===== config.mk =====
export PLATFORM = sky130hd
export DESIGN_NAME = first_fit_heap_allocator
export DESIGN_NICKNAME = d
export VERILOG_FILES = /design/src/rtl/core/ffa_pkg.sv /design/src/rtl/core/ffa_ctrl.sv /design/src/rtl/core/ffa_dp.sv /design/src/rtl/core/first_fit_heap_allocator.sv
export SDC_FILE = /design/constraint.sdc
export NUM_CORES = 2
export LEC_CHECK = 0
export BUFFER_PORTS_ARGS = -buffer_cell sky130_fd_sc_hd__buf_4
export CAP_MARGIN = 20
export CORE_ASPECT_RATIO = 1.25
export CORE_MARGIN = 2
export CORE_UTILIZATION = 50
export DETAILED_ROUTE_END_ITERATION = 10
export GPL_ROUTABILITY_DRIVEN = 0
export PLACE_DENSITY = 0.75
export SYNTH_ARGS = -nofsm -noshare
export SYNTH_HDL_FRONTEND = slang
export SYNTH_HIERARCHICAL = 1
export SYNTH_SLANG_ARGS = --single-unit

===== constraint.sdc =====
create_clock -name clk_i -period 12.32 [get_ports clk_i]
set_input_delay 2.464 -clock clk_i [delete_from_list [all_inputs] [get_ports clk_i]]
set_output_delay 2.464 -clock clk_i [all_outputs]
set_load 0.1 [all_outputs]

===== src/rtl/core/ffa_pkg.sv =====
// Shared types and constants for the first-fit heap allocator
`timescale 1ns / 1ps
`default_nettype none
package ffa_pkg;

  localparam int unsigned ADDR_W     = 48;
  localparam int unsigned SIZE_W     = 21;
  localparam int unsigned OFF_W      = 20;
  localparam int unsigned CFG_IDX_W  = 2;
  localparam logic [SIZE_W-1:0] HEAP_LIMIT = 21'd1048576;
  localparam logic [SIZE_W-1:0] HEAP_RESET = 21'd65536;
  localparam logic [SIZE_W:0]   MIN_SPLIT  = 22'd16;

  localparam logic [CFG_IDX_W-1:0] CFG_HEAP_BASE  = 2'd0;
  localparam logic [CFG_IDX_W-1:0] CFG_HEAP_BYTES = 2'd1;

  typedef struct packed {
    logic              is_free;
    logic [SIZE_W-1:0] payload;
    logic [OFF_W-1:0]  offset;
  } entry_t;

  typedef enum logic [1:0] {
    STS_OK      = 2'd0,
    STS_IGNORED = 2'd1,
    STS_NO_FIT  = 2'd2,
    STS_UNKNOWN = 2'd3
  } status_e;

  typedef enum logic [4:0] {
    OP_NONE,
    OP_INIT,
    OP_LOAD,
    OP_READ_IDX,
    OP_SCAN_NEXT,
    OP_SCAN_HIT,
    OP_ALLOC_WHOLE,
    OP_SHIFT_INIT,
    OP_SHIFT_RD,
    OP_SHIFT_WR,
    OP_SPLIT_TAIL,
    OP_SPLIT_HEAD,
    OP_FREE_MARK,
    OP_NEXT_RD,
    OP_NEXT_MERGE,
    OP_RM_RD,
    OP_RM_WR,
    OP_RM_DONE,
    OP_PREV_MERGE
  } dp_op_e;

  typedef struct packed {
    dp_op_e  op;
    logic    set_status;
    status_e status;
    logic    res_load;
  } ctrl_cmd_t;

  typedef struct packed {
    logic mode_free;
    logic req_zero;
    logic addr_zero;
    logic hit;
    logic last;
    logic split;
    logic shift_done;
    logic has_next;
    logic next_free;
    logic prev_free;
    logic rm_last;
  } dp_stat_t;

endpackage
`default_nettype wire


===== src/rtl/core/ffa_ctrl.sv =====
// Sequencer for scan, split, mark and merge passes of the allocator
`timescale 1ns / 1ps
`default_nettype none
module ffa_ctrl (
  input  wire                clk_i,
  input  wire                rst_ni,
  input  wire                in_valid_i,
  output logic               in_stall_o,
  output logic               out_valid_o,
  input  wire                out_stall_i,
  input  ffa_pkg::dp_stat_t  stat_i,
  output ffa_pkg::ctrl_cmd_t cmd_o
);
  import ffa_pkg::*;

  typedef enum logic [4:0] {
    S_INIT, S_IDLE, S_START, S_RD, S_CHK, S_A_DEC, S_SH_RD, S_SH_WR, S_SPL_H,
    S_F_MARK, S_F_NRD, S_F_NCHK, S_RM_RD, S_RM_WR, S_F_PREV, S_FINISH
  } state_e;

  state_e state_q, state_d;
  logic   out_valid_q, out_valid_d;
  logic   ret_prev_q, ret_prev_d;

  assign in_stall_o  = (state_q != S_IDLE);
  assign out_valid_o = out_valid_q;

  always_comb begin
    state_d     = state_q;
    ret_prev_d  = ret_prev_q;
    out_valid_d = out_valid_q & out_stall_i;
    cmd_o       = '{op: OP_NONE, set_status: 1'b0, status: STS_OK, res_load: 1'b0};
    case (state_q)
      S_INIT: begin
        cmd_o.op = OP_INIT;
        state_d  = S_IDLE;
      end
      S_IDLE: begin
        if (in_valid_i) begin
          cmd_o.op = OP_LOAD;
          state_d  = S_START;
        end
      end
      S_START: begin
        if ((!stat_i.mode_free && stat_i.req_zero) || (stat_i.mode_free && stat_i.addr_zero)) begin
          cmd_o.set_status = 1'b1;
          cmd_o.status     = STS_IGNORED;
          state_d          = S_FINISH;
        end else begin
          cmd_o.op = OP_READ_IDX;
          state_d  = S_CHK;
        end
      end
      S_RD: begin
        cmd_o.op = OP_READ_IDX;
        state_d  = S_CHK;
      end
      S_CHK: begin
        if (stat_i.hit) begin
          cmd_o.op = OP_SCAN_HIT;
          state_d  = stat_i.mode_free ? S_F_MARK : S_A_DEC;
        end else if (stat_i.last) begin
          cmd_o.set_status = 1'b1;
          cmd_o.status     = stat_i.mode_free ? STS_UNKNOWN : STS_NO_FIT;
          state_d          = S_FINISH;
        end else begin
          cmd_o.op = OP_SCAN_NEXT;
          state_d  = S_RD;
        end
      end
      S_A_DEC: begin
        cmd_o.set_status = 1'b1;
        cmd_o.status     = STS_OK;
        if (stat_i.split) begin
          cmd_o.op = OP_SHIFT_INIT;
          state_d  = S_SH_RD;
        end else begin
          cmd_o.op = OP_ALLOC_WHOLE;
          state_d  = S_FINISH;
        end
      end
      S_SH_RD: begin
        if (stat_i.shift_done) begin
          cmd_o.op = OP_SPLIT_TAIL;
          state_d  = S_SPL_H;
        end else begin
          cmd_o.op = OP_SHIFT_RD;
          state_d  = S_SH_WR;
        end
      end
      S_SH_WR: begin
        cmd_o.op = OP_SHIFT_WR;
        state_d  = S_SH_RD;
      end
      S_SPL_H: begin
        cmd_o.op = OP_SPLIT_HEAD;
        state_d  = S_FINISH;
      end
      S_F_MARK: begin
        cmd_o.op         = OP_FREE_MARK;
        cmd_o.set_status = 1'b1;
        cmd_o.status     = STS_OK;
        state_d          = stat_i.has_next ? S_F_NRD : S_F_PREV;
      end
      S_F_NRD: begin
        cmd_o.op = OP_NEXT_RD;
        state_d  = S_F_NCHK;
      end
      S_F_NCHK: begin
        if (stat_i.next_free) begin
          cmd_o.op   = OP_NEXT_MERGE;
          ret_prev_d = 1'b1;
          state_d    = S_RM_RD;
        end else begin
          state_d = S_F_PREV;
        end
      end
      S_RM_RD: begin
        if (stat_i.rm_last) begin
          cmd_o.op = OP_RM_DONE;
          state_d  = ret_prev_q ? S_F_PREV : S_FINISH;
        end else begin
          cmd_o.op = OP_RM_RD;
          state_d  = S_RM_WR;
        end
      end
      S_RM_WR: begin
        cmd_o.op = OP_RM_WR;
        state_d  = S_RM_RD;
      end
      S_F_PREV: begin
        if (stat_i.prev_free) begin
          cmd_o.op   = OP_PREV_MERGE;
          ret_prev_d = 1'b0;
          state_d    = S_RM_RD;
        end else begin
          state_d = S_FINISH;
        end
      end
      S_FINISH: begin
        if (!out_valid_q || !out_stall_i) begin
          cmd_o.res_load = 1'b1;
          out_valid_d    = 1'b1;
          state_d        = S_IDLE;
        end
      end
      default: state_d = S_INIT;
    endcase
  end

  always_ff @(posedge clk_i or negedge rst_ni) begin
    if (!rst_ni) begin
      state_q     <= S_INIT;
      out_valid_q <= 1'b0;
      ret_prev_q  <= 1'b0;
    end else begin
      state_q     <= state_d;
      out_valid_q <= out_valid_d;
      ret_prev_q  <= ret_prev_d;
    end
  end

endmodule
`default_nettype wire


===== src/rtl/core/ffa_dp.sv =====
// Block table memory, counters and arithmetic of the allocator
`timescale 1ns / 1ps
`default_nettype none
module ffa_dp #(
  parameter int unsigned MAX_BLOCKS   = 64,
  parameter int unsigned HEADER_BYTES = 24
) (
  input  wire                                clk_i,
  input  wire                                rst_ni,
  input  ffa_pkg::ctrl_cmd_t                 cmd_i,
  output ffa_pkg::dp_stat_t                  stat_o,
  input  wire                                mode_i,
  input  wire [ffa_pkg::SIZE_W-1:0]          req_size_i,
  input  wire [ffa_pkg::ADDR_W-1:0]          payload_address_i,
  input  wire                                cfg_valid_i,
  input  wire [ffa_pkg::CFG_IDX_W-1:0]       cfg_index_i,
  input  wire [ffa_pkg::ADDR_W-1:0]          cfg_data_i,
  output logic [1:0]                         status_o,
  output logic [ffa_pkg::ADDR_W-1:0]         address_o,
  output logic [ffa_pkg::SIZE_W-1:0]         allocated_bytes_o,
  output logic [ffa_pkg::SIZE_W-1:0]         free_sum_o
);
  import ffa_pkg::*;

  localparam int unsigned IW = $clog2(MAX_BLOCKS);
  localparam int unsigned CW = $clog2(MAX_BLOCKS + 1);
  localparam logic [SIZE_W-1:0] HDR = SIZE_W'(HEADER_BYTES);
  localparam logic [CW-1:0] MAXC = CW'(MAX_BLOCKS);

  entry_t mem [MAX_BLOCKS];
  entry_t rdata_q, prev_q, hit_e_q, hit_e_d, wr_data;
  logic   rd_en, wr_en;
  logic [IW-1:0] rd_idx, wr_idx;

  logic [ADDR_W-1:0] base_q, base_d, addr_q, res_addr_q, wk_addr_q, wk_addr_d;
  logic [ADDR_W-1:0] ent_addr, hit_addr;
  logic [SIZE_W-1:0] hbytes_q, hbytes_d, alloc_q, alloc_d, free_q, free_d;
  logic [SIZE_W-1:0] res_alloc_q, res_free_q, new_hb, clamp_hb, p0;
  logic [SIZE_W:0]   size_q, size_d, sat_sum, sat_in;
  logic [CW-1:0]     count_q, count_d, idx_q, idx_d, j_q, j_d, hit_c;
  logic [IW-1:0]     hit_q, hit_d;
  logic              mode_q, mode_d, req_zero_q, req_zero_d;
  status_e           status_q, res_status_q;
  logic              cfg_we, reinit;
  logic [SIZE_W-1:0] merged;

  assign hit_c    = CW'(hit_q);
  assign cfg_we   = cfg_valid_i && (cfg_index_i == CFG_HEAP_BASE || cfg_index_i == CFG_HEAP_BYTES);
  assign reinit   = cfg_we || (cmd_i.op == OP_INIT);
  assign new_hb   = (cfg_valid_i && cfg_index_i == CFG_HEAP_BYTES) ? cfg_data_i[SIZE_W-1:0]
                                                                    : hbytes_q;
  assign clamp_hb = (new_hb > HEAP_LIMIT) ? HEAP_LIMIT : new_hb;
  assign p0       = (clamp_hb > HDR) ? clamp_hb - HDR : '0;
  assign ent_addr = base_q + ADDR_W'(rdata_q.offset) + ADDR_W'(HEADER_BYTES);
  assign hit_addr = base_q + ADDR_W'(hit_e_q.offset) + ADDR_W'(HEADER_BYTES);
  assign merged   = hit_e_q.payload + HDR + rdata_q.payload;
  assign sat_sum  = {1'b0, alloc_q} + sat_in;

  always_comb begin
    stat_o.mode_free  = mode_q;
    stat_o.req_zero   = req_zero_q;
    stat_o.addr_zero  = (addr_q == '0);
    stat_o.hit        = mode_q ? (ent_addr == addr_q)
                               : (rdata_q.is_free && ({1'b0, rdata_q.payload} >= size_q));
    stat_o.last       = ({1'b0, idx_q} + 1'b1) >= {1'b0, count_q};
    stat_o.split      = ({2'b0, hit_e_q.payload} >= ({1'b0, size_q} + {2'b0, HDR}
                         + {1'b0, MIN_SPLIT})) && (count_q < MAXC);
    stat_o.shift_done = (j_q == hit_c + 1'b1);
    stat_o.has_next   = ({1'b0, hit_c} + 1'b1) < {1'b0, count_q};
    stat_o.next_free  = rdata_q.is_free;
    stat_o.prev_free  = (hit_q != '0) && prev_q.is_free;
    stat_o.rm_last    = ({1'b0, j_q} + 1'b1) >= {1'b0, count_q};
  end

  always_comb begin
    base_d     = base_q;
    hbytes_d   = hbytes_q;
    alloc_d    = alloc_q;
    free_d     = free_q;
    count_d    = count_q;
    idx_d      = idx_q;
    j_d        = j_q;
    hit_d      = hit_q;
    hit_e_d    = hit_e_q;
    size_d     = size_q;
    mode_d     = mode_q;
    req_zero_d = req_zero_q;
    wk_addr_d  = wk_addr_q;
    rd_en      = 1'b0;
    rd_idx     = idx_q[IW-1:0];
    wr_en      = 1'b0;
    wr_idx     = hit_q;
    wr_data    = hit_e_q;
    sat_in     = {1'b0, hit_e_q.payload};
    case (cmd_i.op)
      OP_LOAD: begin
        mode_d     = mode_i;
        req_zero_d = (req_size_i == '0);
        size_d     = ({1'b0, req_size_i} + (SIZE_W+1)'(15)) & ~(SIZE_W+1)'(15);
        idx_d      = '0;
        wk_addr_d  = '0;
      end
      OP_READ_IDX: rd_en = 1'b1;
      OP_SCAN_NEXT: idx_d = idx_q + 1'b1;
      OP_SCAN_HIT: begin
        hit_d   = idx_q[IW-1:0];
        hit_e_d = rdata_q;
      end
      OP_ALLOC_WHOLE: begin
        wr_en      = 1'b1;
        wr_data    = '{is_free: 1'b0, payload: hit_e_q.payload, offset: hit_e_q.offset};
        alloc_d    = sat_sum[SIZE_W] ? '1 : sat_sum[SIZE_W-1:0];
        free_d     = free_q - hit_e_q.payload;
        wk_addr_d  = hit_addr;
      end
      OP_SHIFT_INIT: j_d = count_q;
      OP_SHIFT_RD: begin
        rd_en  = 1'b1;
        rd_idx = IW'(j_q - 1'b1);
      end
      OP_SHIFT_WR: begin
        wr_en   = 1'b1;
        wr_idx  = j_q[IW-1:0];
        wr_data = rdata_q;
        j_d     = j_q - 1'b1;
      end
      OP_SPLIT_TAIL: begin
        wr_en   = 1'b1;
        wr_idx  = hit_q + 1'b1;
        wr_data = '{is_free: 1'b1,
                    payload: hit_e_q.payload - size_q[SIZE_W-1:0] - HDR,
                    offset:  hit_e_q.offset + OFF_W'(HDR) + OFF_W'(size_q)};
      end
      OP_SPLIT_HEAD: begin
        wr_en      = 1'b1;
        wr_data    = '{is_free: 1'b0, payload: size_q[SIZE_W-1:0], offset: hit_e_q.offset};
        count_d    = count_q + 1'b1;
        sat_in     = size_q;
        alloc_d    = sat_sum[SIZE_W] ? '1 : sat_sum[SIZE_W-1:0];
        free_d     = free_q - size_q[SIZE_W-1:0] - HDR;
        wk_addr_d  = hit_addr;
      end
      OP_FREE_MARK: begin
        wr_en           = 1'b1;
        wr_data         = '{is_free: 1'b1, payload: hit_e_q.payload, offset: hit_e_q.offset};
        hit_e_d.is_free = 1'b1;
        if (alloc_q >= hit_e_q.payload) alloc_d = alloc_q - hit_e_q.payload;
        if (!hit_e_q.is_free) free_d = free_q + hit_e_q.payload;
      end
      OP_NEXT_RD: begin
        rd_en  = 1'b1;
        rd_idx = hit_q + 1'b1;
      end
      OP_NEXT_MERGE: begin
        wr_en           = 1'b1;
        wr_data         = '{is_free: 1'b1, payload: merged, offset: hit_e_q.offset};
        hit_e_d.payload = merged;
        free_d          = free_q + HDR;
        j_d             = hit_c + 1'b1;
      end
      OP_RM_RD: begin
        rd_en  = 1'b1;
        rd_idx = IW'(j_q + 1'b1);
      end
      OP_RM_WR: begin
        wr_en   = 1'b1;
        wr_idx  = j_q[IW-1:0];
        wr_data = rdata_q;
        j_d     = j_q + 1'b1;
      end
      OP_RM_DONE: count_d = count_q - 1'b1;
      OP_PREV_MERGE: begin
        wr_en   = 1'b1;
        wr_idx  = hit_q - 1'b1;
        wr_data = '{is_free: 1'b1, payload: prev_q.payload + HDR + hit_e_q.payload,
                    offset: prev_q.offset};
        free_d  = free_q + HDR;
        j_d     = hit_c;
      end
      default: ;
    endcase
    if (cfg_valid_i && cfg_index_i == CFG_HEAP_BASE) base_d = cfg_data_i;
    hbytes_d = new_hb;
    if (reinit) begin
      wr_en   = 1'b1;
      wr_idx  = '0;
      wr_data = '{is_free: 1'b1, payload: p0, offset: '0};
      count_d = CW'(1);
      alloc_d = '0;
      free_d  = p0;
    end
  end

  always_ff @(posedge clk_i) begin
    if (wr_en) mem[wr_idx] <= wr_data;
    if (rd_en) rdata_q <= mem[rd_idx];
  end

  always_ff @(posedge clk_i) begin
    if (cmd_i.op == OP_SCAN_NEXT) prev_q <= rdata_q;
    if (cmd_i.op == OP_LOAD) addr_q <= payload_address_i;
    hit_e_q   <= hit_e_d;
    hit_q     <= hit_d;
    size_q    <= size_d;
    wk_addr_q <= wk_addr_d;
    if (cmd_i.res_load) begin
      res_status_q <= status_q;
      res_addr_q   <= wk_addr_q;
      res_alloc_q  <= alloc_q;
      res_free_q   <= free_q;
    end
  end

  always_ff @(posedge clk_i or negedge rst_ni) begin
    if (!rst_ni) begin
      base_q     <= '0;
      hbytes_q   <= HEAP_RESET;
      alloc_q    <= '0;
      free_q     <= HEAP_RESET - HDR;
      count_q    <= CW'(1);
      idx_q      <= '0;
      j_q        <= '0;
      mode_q     <= 1'b0;
      req_zero_q <= 1'b0;
      status_q   <= STS_OK;
    end else begin
      base_q     <= base_d;
      hbytes_q   <= hbytes_d;
      alloc_q    <= alloc_d;
      free_q     <= free_d;
      count_q    <= count_d;
      idx_q      <= idx_d;
      j_q        <= j_d;
      mode_q     <= mode_d;
      req_zero_q <= req_zero_d;
      if (cmd_i.set_status) status_q <= cmd_i.status;
    end
  end

  assign status_o          = res_status_q;
  assign address_o         = res_addr_q;
  assign allocated_bytes_o = res_alloc_q;
  assign free_sum_o        = res_free_q;

endmodule
`default_nettype wire


===== src/rtl/core/first_fit_heap_allocator.sv =====
// Top level of the first-fit heap allocator with coalescing
// Each table entry scanned by the first-fit or address search takes a read and a
// check state, each entry moved when a split or merge shifts the block table takes
// a read and a write state, and set-up and result add the start and finish states.
// One request is in work at a time; the result register frees the input side.
// Reset is asynchronous, active low; entry 0 is written in the first cycle after it.
`timescale 1ns / 1ps
`default_nettype none
module first_fit_heap_allocator #(
  parameter int unsigned MAX_BLOCKS   = 64,
  parameter int unsigned HEADER_BYTES = 24
) (
  input  wire                          clk_i,
  input  wire                          rst_ni,
  input  wire                          in_valid_i,
  output logic                         in_stall_o,
  input  wire                          mode_i,
  input  wire [ffa_pkg::SIZE_W-1:0]    req_size_i,
  input  wire [ffa_pkg::ADDR_W-1:0]    payload_address_i,
  output logic                         out_valid_o,
  input  wire                          out_stall_i,
  output logic [1:0]                   status_o,
  output logic [ffa_pkg::ADDR_W-1:0]   address_o,
  output logic [ffa_pkg::SIZE_W-1:0]   allocated_bytes_o,
  output logic [ffa_pkg::SIZE_W-1:0]   free_sum_o,
  input  wire                          cfg_valid_i,
  output logic                         cfg_ready_o,
  input  wire [ffa_pkg::CFG_IDX_W-1:0] cfg_index_i,
  input  wire [ffa_pkg::ADDR_W-1:0]    cfg_data_i
);
  import ffa_pkg::*;

  ctrl_cmd_t cmd;
  dp_stat_t  stat;

  assign cfg_ready_o = 1'b1;

  ffa_ctrl u_ctrl (
    .clk_i       (clk_i),
    .rst_ni      (rst_ni),
    .in_valid_i  (in_valid_i),
    .in_stall_o  (in_stall_o),
    .out_valid_o (out_valid_o),
    .out_stall_i (out_stall_i),
    .stat_i      (stat),
    .cmd_o       (cmd)
  );

  ffa_dp #(
    .MAX_BLOCKS   (MAX_BLOCKS),
    .HEADER_BYTES (HEADER_BYTES)
  ) u_dp (
    .clk_i             (clk_i),
    .rst_ni            (rst_ni),
    .cmd_i             (cmd),
    .stat_o            (stat),
    .mode_i            (mode_i),
    .req_size_i        (req_size_i),
    .payload_address_i (payload_address_i),
    .cfg_valid_i       (cfg_valid_i),
    .cfg_index_i       (cfg_index_i),
    .cfg_data_i        (cfg_data_i),
    .status_o          (status_o),
    .address_o         (address_o),
    .allocated_bytes_o (allocated_bytes_o),
    .free_sum_o        (free_sum_o)
  );

endmodule
`default_nettype wire


==> reports/results.md <==
* **placed wire-length estimate** 270,000 um
* **slew at the pin closest to its max-slew limit** 1360 ps
* **floorplan core area** 0.282 mm^2
* **total placed instance area** 0.149 mm^2
* **fraction of the yosys area taken by sequential cells** 0.668
* **gate count of the mapped netlist** 10,851
* **Reg-to-Reg Start** u_dp/rdata_q[5]$_DFFE_PP_
* **final setup skew** 50.1 ps
* **RSZ-0062 raised after global routing** no
* **number of hold buffers added after cts** 0
* **Max-Slew Margin vs Limit** 0.0901
* **number of buffers on the longest clock path** 4
* **final design area excluding fillers** 0.159 mm^2
* **main flop type after synthesis** sky130_fd_sc_hd__edfxtp_1
* **Total GRT Usage** 0.304
* **WP data required** 12,840 ps
* **number of distinct library cells after synthesis** 98
* **crit path max fanout** 48
* **minimum period implied by the final worst setup slack** 10,910 ps
* **DRC violations left** 0
* **layout cells sized above 1** 0.107
* **Port Buffers** 218
* **endpoint type of the worst setup path** flip-flop
* **Via Count** 99,571
* **syn avg cell area** 13.0 um^2
* **Clock Sinks** 3,168
* **smallest setup slack after layout** 1410 ps
* **start point of the worst hold path** u_dp/wk_addr_q[29]$_SDFFCE_PN0P_
* **result of the run** complete, no violations
* **cell depth of the worst min-delay path** 0
* **count of antenna-violating nets left after detailed routing** 0
* **Total Routed Length** 448,000 um
* **number of global-route vias before repair** 96,954
* **Die Span X** 480 um
* **register-to-register path setup slack** 1410 ps
* **clock slew at the register clock pins of the worst setup and hold paths** 70 ps
* **routed length per placed instance** 29.7 um
* **Root Buffer** sky130_fd_sc_hd__clkbuf_16
* **H-tree level count** 5
* **worst setup slack before clock tree synthesis** 2010 ps
* **terminus of the critical flop-to-flop path** u_dp/mem[21][1]$_DFFE_PP_
* **post-cts resize count** 0
* **1st-pass router iterations** 9
* **max-cap violations** 0
* **Total Negative Setup Slacks** 0 ps
* **leftover overflow at the end of global routing** 0
* **setup repair bufs after CTS** 0
* **setup violators final** 0
* **number of placement rows** 218
* **ports placed on the boundary** 220
* **largest net degree at the start of global routing** 119
* **global routing's busiest layer** met2
* **count of routing violations after the opening detailed-route iteration** 15,511
* **met1 Usage GRT** 0.370
* **worst hold-check slack** 413 ps
* **initial antenna violation count** 19
* **EDFF count, synth** 3,026
* **max-slew violation count** 0
* **destination of the worst hold path** u_dp/address_o[29]$_DFFE_PP_
* **Final Cycle Share** 0.886
* **count of warnings emitted by yosys** 6
* **startpoint type of the worst setup path** flip-flop
* **Mapped Area** 0.141 mm^2
* **clock latency reported for the late side of the worst-skew pair** 890 ps
* **cells on worst reg2reg path** 24
* **path type of the worst min-delay path** reg -> reg
* **peak clock frequency supported by timing** 91.7 MHz
* **final hold violations** 0
* **Synth Net Count** 11,373
* **arrival time at the worst endpoint** 11,430 ps
* **Die Area** 0.287 mm^2
* **Post-layout nets** 11,613
* **cts bufs inserted** 303
* **synthesis-to-finish area growth** 12.4%
* **height of the chip** 599 um
* **fraction of met2 tracks used by global routing** 0.486
* **DR vias/cell** 6.61
* **global-route wire length before repair** 646,000 um
* **Initial Utilization** 0.502
* **met3 Usage GRT** 0.0714
* **type of the setup path with the least slack** reg -> reg
* **TritonCTS clock tree** yes
* **async set or reset register ratio after synthesis** 0.0448
* **flip-flop and latch count after synthesis** 3,168
cell usage after synthesis, types with 21 or more instances:
master	count	share of area
sky130_fd_sc_hd__edfxtp_1	3026	0.64
sky130_fd_sc_hd__or3_1	31	0.0014
sky130_fd_sc_hd__mux2i_1	611	0.043
sky130_fd_sc_hd__a31oi_1	70	0.0031
sky130_fd_sc_hd__or4_1	42	0.0022
sky130_fd_sc_hd__nand2b_1	50	0.0022
sky130_fd_sc_hd__nor2b_1	25	0.0011
sky130_fd_sc_hd__a211o_1	22	0.0014
sky130_fd_sc_hd__buf_4	44	0.0023
sky130_fd_sc_hd__clkbuf_1	306	0.0081
sky130_fd_sc_hd__and2_1	24	0.0011
sky130_fd_sc_hd__a22o_1	21	0.0013
sky130_fd_sc_hd__o221ai_1	281	0.017
sky130_fd_sc_hd__o21ai_0	221	0.0078
sky130_fd_sc_hd__mux2_2	66	0.0053
sky130_fd_sc_hd__a222oi_1	29	0.0021
sky130_fd_sc_hd__xnor2_1	205	0.013
sky130_fd_sc_hd__buf_2	154	0.0055
sky130_fd_sc_hd__xor2_1	106	0.0066
sky130_fd_sc_hd__o22ai_1	55	0.0024
sky130_fd_sc_hd__o21a_1	40	0.0021
sky130_fd_sc_hd__a22oi_1	31	0.0016
sky130_fd_sc_hd__o211ai_1	24	0.0013
sky130_fd_sc_hd__buf_1	76	0.0020
sky130_fd_sc_hd__ha_1	388	0.034
sky130_fd_sc_hd__a21o_1	87	0.0046
sky130_fd_sc_hd__nand2_1	1801	0.048
sky130_fd_sc_hd__o31ai_1	41	0.0022
sky130_fd_sc_hd__inv_1	234	0.0062
sky130_fd_sc_hd__a21oi_1	678	0.024
sky130_fd_sc_hd__a311oi_1	34	0.0021
sky130_fd_sc_hd__nand4_1	79	0.0035
sky130_fd_sc_hd__and3_1	82	0.0036
sky130_fd_sc_hd__dfrtp_1	128	0.023
sky130_fd_sc_hd__o21ai_1	28	0.00099
sky130_fd_sc_hd__a41oi_1	22	0.0014
sky130_fd_sc_hd__nor2_1	339	0.0090
sky130_fd_sc_hd__nand3_1	756	0.027
sky130_fd_sc_hd__nor3_1	134	0.0047
sky130_fd_sc_hd__nor4_1	135	0.0060
sky130_fd_sc_hd__a211oi_1	47	0.0025
layer usage:
metal	wire length (um)	part of all wire	up-vias
met1	147000	0.33	48262
met5	102	0.00023	-
met3	58500	0.13	1920
met2	206000	0.46	7688
met4	36800	0.082	16
li1	-	-	41685
how the worst max path moves through the flow:
stage                               from                           to  cells past startpoint
2_1_floorplan                out_stall_i  u_dp/address_o[0]$_DFFE_PP_                      2
3_3_place_gp   u_dp/rdata_q[9]$_DFFE_PP_    u_dp/mem[20][4]$_DFFE_PP_                     24
3_5_place_dp   u_dp/rdata_q[9]$_DFFE_PP_   u_dp/mem[20][11]$_DFFE_PP_                     24
4_1_cts        u_dp/rdata_q[9]$_DFFE_PP_    u_dp/mem[20][1]$_DFFE_PP_                     24
5_1_grt        u_dp/rdata_q[5]$_DFFE_PP_    u_dp/mem[21][1]$_DFFE_PP_                     24
6_report       u_dp/rdata_q[5]$_DFFE_PP_    u_dp/mem[21][1]$_DFFE_PP_                     24
stage by stage:
| step | std cells | utilization |
|---|---|---|
| after CTS | 15059 | 0.563 |
| after global routing | 15066 | 0.564 |
| final | 15072 | 0.564 |
| after global placement | 14516 | 0.529 |
| after detailed placement | 14520 | 0.529 |
| after floorplan | 10851 | - |
flip-flops by register name (all words and copies together) (netlist names), 4 cells and up:
signal / count
u_dp/size_q: 18
u_dp/hit_e_q: 42
u_dp/allocated_bytes_o: 21
u_dp/address_o: 48
u_dp/mem: 2688
u_dp/idx_q: 7
u_dp/count_q: 7
u_dp/base_q: 48
u_dp/addr_q: 48
u_dp/wk_addr_q: 48
u_dp/hit_q: 6
u_dp/rdata_q: 41
u_dp/free_q: 21
u_dp/j_q: 7
u_dp/alloc_q: 21
u_ctrl/state_q: 4
u_dp/prev_q: 42
u_dp/free_sum_o: 21
u_dp/hbytes_q: 21
area by class of cell:
| class | count | area (um^2) |
|---|---|---|
| fill | 21573 | 123000 |
| sequential | 3168 | 94400 |
| multi-input combinational | 6854 | 44500 |
| clock buffer | 362 | 8010 |
| timing repair buffer | 526 | 4700 |
| tap | 3740 | 4680 |
| clock inverter | 177 | 1620 |
| inverter | 238 | 893 |
| antenna | 7 | 17.5 |
cell families after synthesis:
logic type	after synthesis	synth area share
other cells	1	0.0000265
simple gates	3564	0.113
flops	3168	0.668
xor+xnor	311	0.0193
buf+inv	829	0.0251
mux	686	0.0499
compound gates	1895	0.0889
fa+ha+maj	397	0.0356
worst max-delay path, cell delays in order, from the launching register on:
cell and delay [ps]:
sky130_fd_sc_hd__edfxtp_1 460, sky130_fd_sc_hd__ha_1 340, sky130_fd_sc_hd__ha_1 410, sky130_fd_sc_hd__nand3_1 110
sky130_fd_sc_hd__o2111ai_1 510, sky130_fd_sc_hd__nand3_1 250, sky130_fd_sc_hd__a31oi_1 390, sky130_fd_sc_hd__o21ai_0 260
sky130_fd_sc_hd__a2111o_1 350, sky130_fd_sc_hd__a2111oi_0 470, sky130_fd_sc_hd__nand4_1 180, sky130_fd_sc_hd__o21ai_1 630
sky130_fd_sc_hd__nand2b_1 260, sky130_fd_sc_hd__nand2_1 70, sky130_fd_sc_hd__a21oi_1 170, sky130_fd_sc_hd__a311o_1 610
sky130_fd_sc_hd__nand2b_1 440, sky130_fd_sc_hd__nor3_2 90, sky130_fd_sc_hd__buf_4 390, sky130_fd_sc_hd__a32o_1 320
sky130_fd_sc_hd__a32o_1 220, sky130_fd_sc_hd__o21ai_0 1000, sky130_fd_sc_hd__nand3_1 1040, sky130_fd_sc_hd__nor2_4 1040
sky130_fd_sc_hd__buf_4 490
cells in the final DEF, fill, tap and decap left out, types with 79 or more instances in the layout:
cell type and count:
sky130_fd_sc_hd__ha_1 388, sky130_fd_sc_hd__nand2_1 1791, sky130_fd_sc_hd__o221ai_1 281, sky130_fd_sc_hd__nand3_1 756, sky130_fd_sc_hd__inv_1 234, sky130_fd_sc_hd__o21ai_0 210
sky130_fd_sc_hd__edfxtp_1 3026, sky130_fd_sc_hd__xnor2_1 205, sky130_fd_sc_hd__nor2_1 270, sky130_fd_sc_hd__buf_4 462, sky130_fd_sc_hd__and3_1 82, sky130_fd_sc_hd__dfrtp_1 128
sky130_fd_sc_hd__a21o_1 85, sky130_fd_sc_hd__mux2i_1 611, sky130_fd_sc_hd__nand4_1 79, sky130_fd_sc_hd__xor2_1 106, sky130_fd_sc_hd__clkbuf_16 312, sky130_fd_sc_hd__a21oi_1 660
sky130_fd_sc_hd__nor3_1 130, sky130_fd_sc_hd__nor4_1 134
Power is left out: the tool's default activity adds up to more than one toggle a clock period on the data nets, which glitch-free logic cannot reach.
